## src/hw/rtl/assert_macros.svh

```systemverilog
// Assertion helpers for the RTL files.
// Each macro expects clk and rst_n in the scope where it is used.
`ifndef ASSERT_MACROS_SVH
`define ASSERT_MACROS_SVH

// Check a property at every rising clock edge outside reset.
`define ASSERT_PROP(label, prop, msg) \
    label: assert property (@(posedge clk) disable iff (!rst_n) (prop)) \
        else $error(msg);

// Check that a condition implies a consequence in the same cycle.
`define ASSERT_IMPLIES(label, cond, cons, msg) \
    `ASSERT_PROP(label, (cond) |-> (cons), msg)

`endif

```

## src/hw/rtl/mqttpp_pkg.sv

```systemverilog
package mqttpp_pkg;

    // Topic storage limits
    localparam int MAX_CHARS     = 32;
    localparam int TOPIC_CHARS_D = 32;

    localparam int LEN_W    = 28;
    localparam int TLEN_W   = 16;
    localparam int CFG_W    = 64;
    localparam int CFG_IDX_W = 3;

    // Configuration register indexes
    localparam logic [CFG_IDX_W-1:0] REG_LINK_UP    = 3'd0;
    localparam logic [CFG_IDX_W-1:0] REG_SUBSCRIBED = 3'd1;
    localparam logic [CFG_IDX_W-1:0] REG_TOPIC_LEN  = 3'd2;
    localparam logic [CFG_IDX_W-1:0] REG_CHARS_A    = 3'd3;

    // Parser phases
    localparam logic [2:0] PH_TYPE    = 3'd0;
    localparam logic [2:0] PH_LEN     = 3'd1;
    localparam logic [2:0] PH_TLEN_HI = 3'd2;
    localparam logic [2:0] PH_TLEN_LO = 3'd3;
    localparam logic [2:0] PH_TOPIC   = 3'd4;
    localparam logic [2:0] PH_PAYLOAD = 3'd5;
    localparam logic [2:0] PH_SKIP    = 3'd6;

    // Status codes
    localparam logic [2:0] ST_DELIVERED   = 3'd0;
    localparam logic [2:0] ST_NOT_DELIV   = 3'd1;
    localparam logic [2:0] ST_PINGRESP    = 3'd2;
    localparam logic [2:0] ST_OTHER_TYPE  = 3'd3;
    localparam logic [2:0] ST_BAD_LENGTH  = 3'd4;
    localparam logic [2:0] ST_NO_TOPIC_LEN = 3'd5;
    localparam logic [2:0] ST_TOPIC_OOB   = 3'd6;

    // Packet type codes
    localparam logic [3:0] KIND_PUBLISH  = 4'd3;
    localparam logic [3:0] KIND_PINGRESP = 4'd13;

    typedef struct packed {
        logic       link_up;
        logic       subscribed;
        logic [5:0] topic_length;
    } cfg_t;

    typedef struct packed {
        logic             payload_valid;
        logic [7:0]       payload_byte;
        logic             payload_last;
        logic             done_valid;
        logic [2:0]       status;
        logic [LEN_W-1:0] payload_length;
    } result_t;

endpackage

```

## src/hw/rtl/mqttpp_cfg.sv

```systemverilog
module mqttpp_cfg #(
    parameter int TOPIC_CHARS = mqttpp_pkg::TOPIC_CHARS_D,
    localparam int STORE_CHARS = (TOPIC_CHARS < mqttpp_pkg::MAX_CHARS) ?
                                 TOPIC_CHARS : mqttpp_pkg::MAX_CHARS
) (
    input  logic                                  clk,
    input  logic                                  rst_n,
    input  logic                                  cfg_we,
    input  logic [mqttpp_pkg::CFG_IDX_W-1:0]      cfg_index,
    input  logic [mqttpp_pkg::CFG_W-1:0]          cfg_data,
    output mqttpp_pkg::cfg_t                      cfg,
    output logic [STORE_CHARS-1:0][7:0]           chars
);

    mqttpp_pkg::cfg_t              cfg_reg;
    logic [STORE_CHARS-1:0][7:0]   chars_reg;

    // Scalar registers
    always_ff @(posedge clk or negedge rst_n)
    begin
        if (!rst_n)
        begin
            cfg_reg <= '0;
        end
        else if (cfg_we)
        begin
            unique case (cfg_index)
                mqttpp_pkg::REG_LINK_UP:    cfg_reg.link_up      <= cfg_data[0];
                mqttpp_pkg::REG_SUBSCRIBED: cfg_reg.subscribed   <= cfg_data[0];
                mqttpp_pkg::REG_TOPIC_LEN:  cfg_reg.topic_length <= cfg_data[5:0];
                default:                    ;
            endcase
        end
    end

    // Topic characters, eight to a register word, lowest byte first
    always_ff @(posedge clk or negedge rst_n)
    begin
        if (!rst_n)
        begin
            chars_reg <= '0;
        end
        else
        begin
            for (int c = 0; c < STORE_CHARS; c++)
            begin
                if (cfg_we &&
                    cfg_index == mqttpp_pkg::CFG_IDX_W'(int'(mqttpp_pkg::REG_CHARS_A) + (c >> 3)))
                begin
                    chars_reg[c] <= cfg_data[8*(c & 7) +: 8];
                end
            end
        end
    end

    assign cfg   = cfg_reg;
    assign chars = chars_reg;

endmodule

```

## src/hw/rtl/mqttpp_parse.sv

```systemverilog
module mqttpp_parse #(
    parameter int TOPIC_CHARS = mqttpp_pkg::TOPIC_CHARS_D,
    localparam int STORE_CHARS = (TOPIC_CHARS < mqttpp_pkg::MAX_CHARS) ?
                                 TOPIC_CHARS : mqttpp_pkg::MAX_CHARS
) (
    input  logic                          clk,
    input  logic                          rst_n,
    input  logic                          step,
    input  logic [7:0]                    rx_byte,
    input  logic                          chunk_end,
    input  mqttpp_pkg::cfg_t              cfg,
    input  logic [STORE_CHARS-1:0][7:0]   chars,
    output logic                          present,
    output mqttpp_pkg::result_t           res
);

    localparam int LW    = mqttpp_pkg::LEN_W;
    localparam int TW    = mqttpp_pkg::TLEN_W;
    localparam int IDX_W = $clog2(STORE_CHARS);
    localparam logic [5:0] STORE_LEN = 6'(STORE_CHARS);

    logic [2:0]    phase_reg,   phase_next,   phase_upd;
    logic [LW-1:0] rem_reg,     rem_next,     rem_upd;
    logic [2:0]    lbc_reg,     lbc_next,     lbc_upd;
    logic [TW-1:0] tls_reg,     tls_next,     tls_upd;
    logic [TW-1:0] tidx_reg,    tidx_next,    tidx_upd;
    logic          match_reg,   match_next,   match_upd;
    logic [LW-1:0] target_reg,  target_next,  target_upd;
    logic [LW-1:0] count_reg,   count_next,   count_upd;
    logic [2:0]    pend_reg,    pend_next,    pend_upd;

    logic [5:0]    eff_len;
    logic [7:0]    cfg_char;
    logic [3:0]    kind;
    logic [1:0]    cnt;
    logic [LW-1:0] len_part;
    logic [TW-1:0] tls_full;
    logic [LW:0]   rem_m2;
    logic [TW-1:0] tidx_inc;
    logic [LW-1:0] count_inc;
    logic          match_chr;
    logic          pv;
    logic          plast;
    logic          active;

    // Configured character at the current topic position, zero past the length
    assign eff_len  = (cfg.topic_length < STORE_LEN) ? cfg.topic_length : STORE_LEN;
    assign cfg_char = (tidx_reg < TW'(eff_len)) ? chars[tidx_reg[IDX_W-1:0]] : 8'd0;

    assign kind      = rx_byte[7:4];
    assign cnt       = lbc_reg[1:0];
    assign len_part  = LW'(rx_byte[6:0]) << (5'(cnt) * 5'd7);
    assign tls_full  = {tls_reg[15:8], rx_byte};
    assign rem_m2    = {1'b0, rem_reg} - (LW+1)'(2);
    assign tidx_inc  = tidx_reg + TW'(1);
    assign count_inc = count_reg + LW'(1);
    assign match_chr = (rx_byte == cfg_char);
    assign active    = step && cfg.link_up;

    // Advance the parser by one byte
    always_comb
    begin
        phase_upd  = phase_reg;
        rem_upd    = rem_reg;
        lbc_upd    = lbc_reg;
        tls_upd    = tls_reg;
        tidx_upd   = tidx_reg;
        match_upd  = match_reg;
        target_upd = target_reg;
        count_upd  = count_reg;
        pend_upd   = pend_reg;
        pv         = 1'b0;
        plast      = 1'b0;

        unique case (phase_reg)
            mqttpp_pkg::PH_TYPE:
            begin
                if (kind == mqttpp_pkg::KIND_PUBLISH)
                begin
                    phase_upd = mqttpp_pkg::PH_LEN;
                    rem_upd   = '0;
                    lbc_upd   = '0;
                    pend_upd  = mqttpp_pkg::ST_BAD_LENGTH;
                end
                else
                begin
                    phase_upd = mqttpp_pkg::PH_SKIP;
                    pend_upd  = (kind == mqttpp_pkg::KIND_PINGRESP) ?
                                mqttpp_pkg::ST_PINGRESP : mqttpp_pkg::ST_OTHER_TYPE;
                end
            end
            mqttpp_pkg::PH_LEN:
            begin
                rem_upd = rem_reg + len_part;
                lbc_upd = {1'b0, cnt} + 3'd1;
                if (rx_byte[7])
                begin
                    pend_upd = mqttpp_pkg::ST_BAD_LENGTH;
                    if (lbc_upd[2])
                    begin
                        phase_upd = mqttpp_pkg::PH_SKIP;
                    end
                end
                else
                begin
                    phase_upd = mqttpp_pkg::PH_TLEN_HI;
                    pend_upd  = mqttpp_pkg::ST_NO_TOPIC_LEN;
                end
            end
            mqttpp_pkg::PH_TLEN_HI:
            begin
                tls_upd   = {rx_byte, 8'd0};
                phase_upd = mqttpp_pkg::PH_TLEN_LO;
                pend_upd  = mqttpp_pkg::ST_NO_TOPIC_LEN;
            end
            mqttpp_pkg::PH_TLEN_LO:
            begin
                tls_upd = tls_full;
                if (rem_m2[LW] || (LW'(tls_full) > rem_m2[LW-1:0]))
                begin
                    pend_upd  = mqttpp_pkg::ST_TOPIC_OOB;
                    phase_upd = mqttpp_pkg::PH_SKIP;
                end
                else
                begin
                    target_upd = rem_m2[LW-1:0] - LW'(tls_full);
                    count_upd  = '0;
                    tidx_upd   = '0;
                    if (tls_full == '0)
                    begin
                        match_upd = cfg.subscribed;
                        pend_upd  = cfg.subscribed ? mqttpp_pkg::ST_DELIVERED :
                                                     mqttpp_pkg::ST_NOT_DELIV;
                        phase_upd = mqttpp_pkg::PH_PAYLOAD;
                    end
                    else
                    begin
                        match_upd = 1'b1;
                        phase_upd = mqttpp_pkg::PH_TOPIC;
                        pend_upd  = mqttpp_pkg::ST_TOPIC_OOB;
                    end
                end
            end
            mqttpp_pkg::PH_TOPIC:
            begin
                match_upd = match_reg && match_chr;
                tidx_upd  = tidx_inc;
                if (tidx_inc >= tls_reg)
                begin
                    match_upd = match_reg && match_chr && cfg.subscribed;
                    pend_upd  = match_upd ? mqttpp_pkg::ST_DELIVERED :
                                            mqttpp_pkg::ST_NOT_DELIV;
                    phase_upd = mqttpp_pkg::PH_PAYLOAD;
                end
            end
            mqttpp_pkg::PH_PAYLOAD:
            begin
                if (count_reg < target_reg)
                begin
                    count_upd = count_inc;
                    if (match_reg)
                    begin
                        pv    = 1'b1;
                        plast = chunk_end || (count_inc == target_reg);
                    end
                end
            end
            default:
            begin
                // Skip until the chunk ends
            end
        endcase
    end

    // Form the result of this byte
    always_comb
    begin
        present            = active && (pv || chunk_end);
        res.payload_valid  = pv;
        res.payload_byte   = pv ? rx_byte : 8'd0;
        res.payload_last   = plast;
        res.done_valid     = chunk_end;
        res.status         = chunk_end ? pend_upd : 3'd0;
        res.payload_length = (chunk_end && phase_upd == mqttpp_pkg::PH_PAYLOAD && match_upd) ?
                             count_upd : '0;
    end

    // Hold, advance, or clear at the end of a chunk
    always_comb
    begin
        phase_next  = phase_reg;
        rem_next    = rem_reg;
        lbc_next    = lbc_reg;
        tls_next    = tls_reg;
        tidx_next   = tidx_reg;
        match_next  = match_reg;
        target_next = target_reg;
        count_next  = count_reg;
        pend_next   = pend_reg;
        if (active)
        begin
            if (chunk_end)
            begin
                phase_next  = mqttpp_pkg::PH_TYPE;
                rem_next    = '0;
                lbc_next    = '0;
                tls_next    = '0;
                tidx_next   = '0;
                match_next  = 1'b1;
                target_next = '0;
                count_next  = '0;
                pend_next   = '0;
            end
            else
            begin
                phase_next  = phase_upd;
                rem_next    = rem_upd;
                lbc_next    = lbc_upd;
                tls_next    = tls_upd;
                tidx_next   = tidx_upd;
                match_next  = match_upd;
                target_next = target_upd;
                count_next  = count_upd;
                pend_next   = pend_upd;
            end
        end
    end

    always_ff @(posedge clk or negedge rst_n)
    begin
        if (!rst_n)
        begin
            phase_reg  <= mqttpp_pkg::PH_TYPE;
            rem_reg    <= '0;
            lbc_reg    <= '0;
            tls_reg    <= '0;
            tidx_reg   <= '0;
            match_reg  <= 1'b1;
            target_reg <= '0;
            count_reg  <= '0;
            pend_reg   <= '0;
        end
        else
        begin
            phase_reg  <= phase_next;
            rem_reg    <= rem_next;
            lbc_reg    <= lbc_next;
            tls_reg    <= tls_next;
            tidx_reg   <= tidx_next;
            match_reg  <= match_next;
            target_reg <= target_next;
            count_reg  <= count_next;
            pend_reg   <= pend_next;
        end
    end

endmodule

```

## src/hw/rtl/mqttpp_out.sv

```systemverilog
module mqttpp_out (
    input  logic                  clk,
    input  logic                  rst_n,
    input  logic                  load,
    input  mqttpp_pkg::result_t   res,
    input  logic                  m_tready,
    output logic                  m_tvalid,
    output mqttpp_pkg::result_t   held,
    output logic                  free
);

    logic                 valid_reg, valid_next;
    mqttpp_pkg::result_t  data_reg;

    // Slot is free when empty or being drained this cycle
    assign free = !valid_reg || m_tready;

    always_comb
    begin
        valid_next = valid_reg;
        if (load)
        begin
            valid_next = 1'b1;
        end
        else if (m_tready)
        begin
            valid_next = 1'b0;
        end
    end

    always_ff @(posedge clk or negedge rst_n)
    begin
        if (!rst_n)
        begin
            valid_reg <= 1'b0;
        end
        else
        begin
            valid_reg <= valid_next;
        end
    end

    // Capture the result on load
    always_ff @(posedge clk)
    begin
        if (load)
        begin
            data_reg <= res;
        end
    end

    assign m_tvalid = valid_reg;
    assign held     = data_reg;

endmodule

```

## src/hw/rtl/mqtt_publish_packet_parser_core.sv

```systemverilog
// MQTT PUBLISH packet parser.
// Input stream (s_*): one received byte per transfer, s_tlast on the last byte
// of a chunk; each chunk is parsed as one MQTT packet.
// Output stream (m_*): at most one result per input byte. A result is either a
// delivered payload byte (m_tuser[0]) or the chunk's closing status
// (m_tuser[1]), or both on the chunk's last byte. m_tlast marks the last
// delivered payload byte of the packet.
// Configuration (cfg_we, cfg_index, cfg_data): link_up, subscribed,
// topic_length and four words of topic characters; write only while idle.
// Each byte sits in the input register, and the parser result loads the result
// register when it is free. Throughput: one byte per cycle while the result
// register is free, since every byte is one pass through the parser logic.
// Reset clears the parser to wait for a type byte, clears all configuration
// and empties both registers. When m_tready is low with a result held, the
// input register still takes one more byte, then s_tready drops until the
// result is taken.
module mqtt_publish_packet_parser_core #(
    parameter int TOPIC_CHARS = mqttpp_pkg::TOPIC_CHARS_D
) (
    input  logic                              clk,
    input  logic                              rst_n,
    input  logic                              s_tvalid,
    output logic                              s_tready,
    input  logic [7:0]                        s_tdata,   // [7:0] rx_byte
    input  logic                              s_tlast,   // chunk_end
    output logic                              m_tvalid,
    input  logic                              m_tready,
    // [7:0] payload_byte, [10:8] status, [38:11] payload_length, [39] zero
    output logic [39:0]                       m_tdata,
    output logic [1:0]                        m_tuser,   // [0] payload_valid, [1] done_valid
    output logic                              m_tlast,   // payload_last
    input  logic                              cfg_we,
    input  logic [mqttpp_pkg::CFG_IDX_W-1:0]  cfg_index,
    input  logic [mqttpp_pkg::CFG_W-1:0]      cfg_data
);

    localparam int STORE_CHARS = (TOPIC_CHARS < mqttpp_pkg::MAX_CHARS) ?
                                 TOPIC_CHARS : mqttpp_pkg::MAX_CHARS;

    logic                         in_valid_reg, in_valid_next;
    logic [7:0]                   in_byte_reg;
    logic                         in_last_reg;
    logic                         out_free;
    logic                         step;
    logic                         present;
    mqttpp_pkg::cfg_t             cfg;
    logic [STORE_CHARS-1:0][7:0]  chars;
    mqttpp_pkg::result_t          res;
    mqttpp_pkg::result_t          held;

    // Input register: fill when empty and refill whenever its byte moves on
    assign s_tready = !in_valid_reg || out_free;
    assign step     = in_valid_reg && out_free;

    always_comb
    begin
        in_valid_next = in_valid_reg;
        if (s_tready)
        begin
            in_valid_next = s_tvalid;
        end
    end

    always_ff @(posedge clk or negedge rst_n)
    begin
        if (!rst_n)
        begin
            in_valid_reg <= 1'b0;
        end
        else
        begin
            in_valid_reg <= in_valid_next;
        end
    end

    always_ff @(posedge clk)
    begin
        if (s_tready && s_tvalid)
        begin
            in_byte_reg <= s_tdata;
            in_last_reg <= s_tlast;
        end
    end

    mqttpp_cfg #(
        .TOPIC_CHARS (TOPIC_CHARS)
    ) u_cfg (
        .clk       (clk),
        .rst_n     (rst_n),
        .cfg_we    (cfg_we),
        .cfg_index (cfg_index),
        .cfg_data  (cfg_data),
        .cfg       (cfg),
        .chars     (chars)
    );

    mqttpp_parse #(
        .TOPIC_CHARS (TOPIC_CHARS)
    ) u_parse (
        .clk       (clk),
        .rst_n     (rst_n),
        .step      (step),
        .rx_byte   (in_byte_reg),
        .chunk_end (in_last_reg),
        .cfg       (cfg),
        .chars     (chars),
        .present   (present),
        .res       (res)
    );

    mqttpp_out u_out (
        .clk      (clk),
        .rst_n    (rst_n),
        .load     (present),
        .res      (res),
        .m_tready (m_tready),
        .m_tvalid (m_tvalid),
        .held     (held),
        .free     (out_free)
    );

    // Pack the result fields
    assign m_tdata = {1'b0, held.payload_length, held.status, held.payload_byte};
    assign m_tuser = {held.done_valid, held.payload_valid};
    assign m_tlast = held.payload_last;

`include "assert_macros.svh"

    `ASSERT_IMPLIES(a_last_has_byte, m_tvalid && m_tlast, m_tuser[0],
        "payload_last without a payload byte")
    `ASSERT_IMPLIES(a_result_kind, m_tvalid, m_tuser != 2'b00,
        "result carries neither payload nor status")
    `ASSERT_IMPLIES(a_status_only_done, m_tvalid && !m_tuser[1], m_tdata[38:8] == '0,
        "status fields set without done_valid")
    `ASSERT_IMPLIES(a_stall_source, !s_tready, m_tvalid && !m_tready && in_valid_reg,
        "input stalled while the result register can drain")

endmodule

```

## config.mk

```make
export PLATFORM = sky130hd
export DESIGN_NAME = mqtt_publish_packet_parser_core
export DESIGN_NICKNAME = d
export VERILOG_FILES = /design/src/hw/rtl/mqttpp_pkg.sv /design/src/hw/rtl/mqttpp_cfg.sv /design/src/hw/rtl/mqttpp_parse.sv /design/src/hw/rtl/mqttpp_out.sv /design/src/hw/rtl/mqtt_publish_packet_parser_core.sv
export VERILOG_INCLUDE_DIRS = /design/src /design/src/hw/rtl
export SDC_FILE = /design/constraint.sdc
export NUM_CORES = 1
export LEC_CHECK = 0
export BUFFER_PORTS_ARGS = -buffer_cell sky130_fd_sc_hd__buf_4
export CELL_PAD_IN_SITES_DETAIL_PLACEMENT = 0
export CELL_PAD_IN_SITES_GLOBAL_PLACEMENT = 1
export CORE_MARGIN = 3
export CORE_UTILIZATION = 42
export DETAILED_ROUTE_END_ITERATION = 16
export GPL_TIMING_DRIVEN = 0
export PLACE_DENSITY = 0.66
export SETUP_SLACK_MARGIN = 0.02
export SLEW_MARGIN = 20
export SYNTH_ARGS = -nofsm -noshare
export SYNTH_HDL_FRONTEND = slang
export SYNTH_SLANG_ARGS = --single-unit
```

## constraint.sdc

```tcl
create_clock -name clk -period 6.9 [get_ports clk]
set_input_delay 0.69 -clock clk [delete_from_list [all_inputs] [get_ports clk]]
set_output_delay 0.69 -clock clk [all_outputs]
set_load 0.05 [all_outputs]
```

# == After elaboration in Yosys (flattened, before gate mapping) ==
# Cells that the tools add are included.
# op_classes
addsub,6
n_mul,1
div_mod_pow,0
order_cmp,6
n_eq_ne,20
shift,1
mux,50
bitwise_logic,0
reduce_logical,37
# ops
op,count
28-bit 2-to-1 mux,8
28-bit case mux with 2 select lines,2
16-bit case mux with 2 select lines,2
16-bit 2-to-1 mux,3
8-bit binary-select mux with 5-bit select,1
3-bit 2-to-1 mux,11
3-bit case mux with 5 select lines,2
"28-bit by 2-bit subtractor with 29-bit output, second input constant",1
"28-bit by 1-bit adder with 28-bit output, second input constant",1
28-bit adder,1
28-bit == test,1
16-bit by 28-bit greater-than comparator with 1-bit output,1
28-bit < comparator,1
7-bit by 5-bit left shift with 28-bit output,1
28-bit by 16-bit subtractor with 28-bit output,1
"3-bit == test, second input constant",6
"16-bit by 1-bit adder with 16-bit output, second input constant",1
16-bit >= comparator,1
16-bit zero test,1
16-bit by 6-bit < comparator with 1-bit output,1
8-bit 2-to-1 mux,2
3-bit AND reduction,5
1-bit 2-to-1 mux,14
"3-bit by 2-bit == test with 1-bit output, second input constant",4
other kinds (22),49
# totals
ff_bits,442
latchBits,0
ram_bits,0
romBits,0
input_bits,81
output_inout_bits,45
wordCells,176
memories,0

# == Longest topological paths before layout ==
# depth
word_depth,11
ltp_mapped,21
ltp_nobuf,17

# == Modules after synthesis ==
# Synthesis repeated with hierarchy kept, for this count alone.
# unflattened
cells_unflattened,2282
area_unflattened_um2,25528.2
# by_module_without_submodules
mod,instances,cells_each,area_each_um2,seq_area_each_um2
mqttpp_parse,1,1657,13714.4,3129.3
mqttpp_cfg,1,564,10163.5,6606.3
mqttpp_out,1,45,1308.8,1286.2
mqtt_publish_packet_parser_core,1,16,341.6,295.3

# == Least setup slack after synthesis ==
# Ideal clock, no wire load.
# synth_path
kind,reg2reg
startpoint,reg u_parse.count_reg[1]
endpoint,"reg u_out.data_reg, in the netlist u_out.held[0] (enable)"
setup_ns,0.441
arrival_time_ns,4.465
required_ns,6.459
slack_ns,1.994
path_stages_with_launch,14
n_path_buf,1
period_less_slack_ns,4.906
path_cell_list,dfrtp_1 > ha_1 > nor2b_1 > o21a_1 > o21a_1 > o21a_1 > o21a_1 > o211ai_1 > nand2_1 > o21ai_1 > clkbuf_1 > and2_1 > nor2_1 > nor2_1
# synth_between
elab_chain_cells,5
# synth_rtl
item,line_no,rtl
"start, declared",mqttpp_parse.sv:29,"logic [LW-1:0] count_reg, count_next, count_upd;"
"start signal, assigned",mqttpp_parse.sv:252,count_reg <= count_next;
28-bit < comparator,mqttpp_parse.sv:158,if (count_reg < target_reg)
1-bit 2-to-1 mux,mqttpp_parse.sv:158,
1-bit 2-to-1 mux,mqttpp_parse.sv:75,unique case (phase_reg)
net u_parse.pv,mqttpp_parse.sv:42,logic pv;
1-bit logical OR,mqttpp_parse.sv:178,present = active && (pv || chunk_end);
1-bit logical AND,mqttpp_parse.sv:178,
net present,mqtt_publish_packet_parser_core.sv:45,logic present;
"end signal, assigned",mqttpp_out.sv:48,data_reg <= res;
"end, declared",mqttpp_out.sv:13,mqttpp_pkg::result_t data_reg;
# The timed path passes the listed nets, and every way through them passes these cells.
# A chain may end at the register's enable or synchronous reset.

# == Worst setup path in the final report ==
# layout_path
startpoint,reg u_parse.tidx_reg[1]
endpoint,"reg u_out.data_reg, in the netlist u_out.held[26], data pin"
# layout_between
elab_chain_cells,9
elab_cells_between_ends,16
cone_classes,1 x add/sub; 2 x order compare; 2 x eq/ne; 7 x mux; 4 x reduce/logical
# layout_rtl
item,line_no,rtl
"start, declared",mqttpp_parse.sv:26,"logic [TW-1:0] tidx_reg, tidx_next, tidx_upd;"
"start signal, assigned",mqttpp_parse.sv:249,tidx_reg <= tidx_next;
"parallel branches: the longest is 8 deep, another holds 16-bit by 1-bit adder with 16-bit output",n/a,
1-bit logical AND (*),mqttpp_parse.sv:184,res.payload_length = (chunk_end && phase_upd == mqttpp_pkg::PH_PAYLOAD && match_upd) ?
# Every way passes the cells marked *. The select of a mux whose other input is x is not followed.

==> impl_metrics.json <==
{
  "status": "completed",
  "max_cap_viol_count": 0,
  "cts_tree": "built",
  "rr_worst_depth": 19,
  "final_util_pct": 49.6,
  "netlist_area_sq_um": 25000,
  "rsz0062_at_grt": "no",
  "ys.flop_type": "dfrtp_1",
  "antennaDiodeCount": 0,
  "yosysUniqueCellTypes": 88,
  "p_leak_nw": 12.2,
  "dpl-instance-area_sq_um": 27100,
  "worstPathArrival_ps": 6550,
  "r2r-end": "u_out.held[26]",
  "crit_path_start_kind": "register",
  "synth-edff-count": 51,
  "wirelength_um": 79500,
  "die-area_sq_um": 62500,
  "fin_cells": 3218,
  "rr_startpoint": "u_parse.tidx_reg[1]",
  "cts_hold_buf": 1,
  "wire_per_inst_um": 24.7,
  "clock_path_buffers": 3,
  "skew_ps": 37.6,
  "clk_pin_slew_ps": 60,
  "ioPinCount": 126,
  "cts_resized": 0,
  "holdPathEnd": "in_byte_reg[7]",
  "vias": 18700,
  "cts-root-buf": "clkbuf_16",
  "first_pass_iters": 5,
  "clk-insertion-delay-late_ps": 630,
  "gp_congestion": 0.882,
  "rrSetupSlack_ps": 830,
  "numCtsBuffers": 52,
  "fin_crit_sh_pct": 88.0,
  "synth_top_area_share_pct": 39.0,
  "die_x_um": 250,
  "fill_cells": 5402,
  "syn-num-nets": 2405,
  "hold_depth": 1,
  "numPortBuffers": 123,
  "post-route-drc-count": 0,
  "tightest_slew_ps": 1070,
  "final_common_cell": "dfrtp_1",
  "cp_slowest_cell": "clkbuf_1",
  "ys_ff_latch": 442,
  "row_count": 88,
  "htree_levels": 2,
  "grt_max_degree": 103,
  "ir_worst_vdd_mv": 0.236,
  "final_cell_mix": "dfrtp_1 (390), mux2_2 (281), nand2_1 (160)",
  "cp-end-kind": "register",
  "drive_gt1_share_pct": 24.3,
  "core_area_sq_um": 58400,
  "p_per_area_nw_per_um2": 362,
  "max_slew_margin_pct": 28.6,
  "finalHoldViolCount": 0,
  "ant_nets": 0,
  "worst_slack_ps": 825,
  "drt_iter0_drc": 1247,
  "syn_avg_cell_area_sq_um": 11.2,
  "synthArstFlopShare_pct": 88.5,
  "holdWs_ps": 238,
  "fin_crit_ps": 6070,
  "largest_register_ffs": 256,
  "preCtsSetupSlack_ps": 902,
  "grt_pass1_vias": 19300,
  "ys_warn_count": 0,
  "dp_hpwl_um": 58600,
  "crit_type": "reg -> reg",
  "fin_nets": 2589,
  "grt_pass1_wl_um": 121000,
  "antenna_found_initial": 1,
  "start_util_pct": 42.9,
  "drv_slew": 0,
  "viasPerCell": 5.81,
  "placedCellCount": 3120,
  "path_cells": "buf_2 -> and2_1 -> clkbuf_1 -> clkbuf_1 -> nand4_1 -> nor2_1 -> and4_1 -> nand3_1 -> xnor2_1 -> ha_1 -> and4_1 -> a221oi_1 -> o21ai_0 -> nand2b_1 -> a31oi_1 -> or4_1 -> buf_6 -> buf_12 -> nor2_4",
  "die_height_um": 250,
  "hp-start": "s_tdata[7]",
  "cp.required_ps": 7370,
  "synth_top_area_cell": "dfrtp_1",
  "fin_area_sq_um": 28900,
  "grt-ovfl-total": 0,
  "ys_seq_area_share_pct": 45.2,
  "fmax_ghz": 0.165,
  "path_max_fanout": 10,
  "cp_slowest_stage_delay_ps": 680,
  "p_total_mw": 10.5,
  "grt.total_usage_pct": 25.2,
  "syn_inst": 2226,
  "hp-class": "in -> reg",
  "cts_setup_buffers": 0,
  "final.setup.tns_ps": 0,
  "cts_sinks": 442,
  "setup_viol": 0,
  "synth.area.top_cells": "dfrtp_1 (39%), mux2_2 (13%), edfxtp_1 (6.1%)",
  "areaGrowthSynthToFinish_pct": 15.6
}
==> power breakdown <==
group / switching, mW / internal [mW]
clock network: 1.20 / 1.78
registers: 0.302 / 3.11
logic: 2.37 / 1.71
==> cell type report <==
type / instances / area [sq um] / share of cell area [%]
inverter: 76 / 285 / 0.986
sequential: 442 / 11300 / 39.1
clock buffer: 69 / 1480 / 5.11
multi-input combinational: 1585 / 12800 / 44.4
clock inverter: 28 / 374 / 1.29
tap: 765 / 957 / 3.31
timing repair buffer: 130 / 1080 / 3.73
buffer: 123 / 603 / 2.08
==> critical path, delay by kind of cell (launching register included) <==
kind	cells	cell delay, ps
XOR/XNOR	1	320
flip-flops	1	390
AO/OA/AOI/OAI	3	820
adder cells (fa/ha/maj)	1	310
buffers and inverters	5	1920
AND/OR/NAND/NOR	9	2140
==> synth_stat cells, drive strengths merged (49+ instances only) <==
| cell type | instances |
|---|---|
| inv | 74 |
| xnor2 | 89 |
| a21oi | 56 |
| ha | 96 |
| edfxtp | 51 |
| mux2i | 69 |
| dfrtp | 390 |
| nor2 | 110 |
| nand3 | 59 |
| clkbuf | 98 |
| a22oi | 49 |
| nand2 | 160 |
| mux2 | 281 |
| o21ai | 107 |
==> layer usage <==
layer | track usage, % | wire [um]
met1 | 30.5 | 31800
met2 | 46.1 | 41600
met3 | 3.06 | 3200
met4 | 8.82 | 2900
met5 | 0 | 0
==> cell families after synthesis <==
kind of cell               after synthesis  share of synthesized area (%)
AOI/OAI and AO/OA                      427                           11.7
xor gates and xnor gates               130                           4.55
adders and majority gates               98                           4.96
buffers and inverters                  199                           3.55
DFF                                    442                           45.2
muxes                                  382                           18.3
other                                    1                         0.0150
and+or+nand+nor                        547                           11.6
==> worst max path at each step <==
stage,from,endpoint,slack [ps],cells past startpoint
finish,u_parse.tidx_reg[1],u_out.held[26],830,19
global route,u_parse.tidx_reg[1],u_out.held[4],490,19
CTS,u_parse.tidx_reg[1],u_out.held[2],820,18
detailed placement,u_parse.tidx_reg[1],u_out.held[2],900,18
global placement,u_parse.count_reg[21],u_out.held[40],100,12
floorplan,u_parse.count_reg[1],u_out.held[0],1990,13
Note: power is estimated with default switching activity, not from simulation.
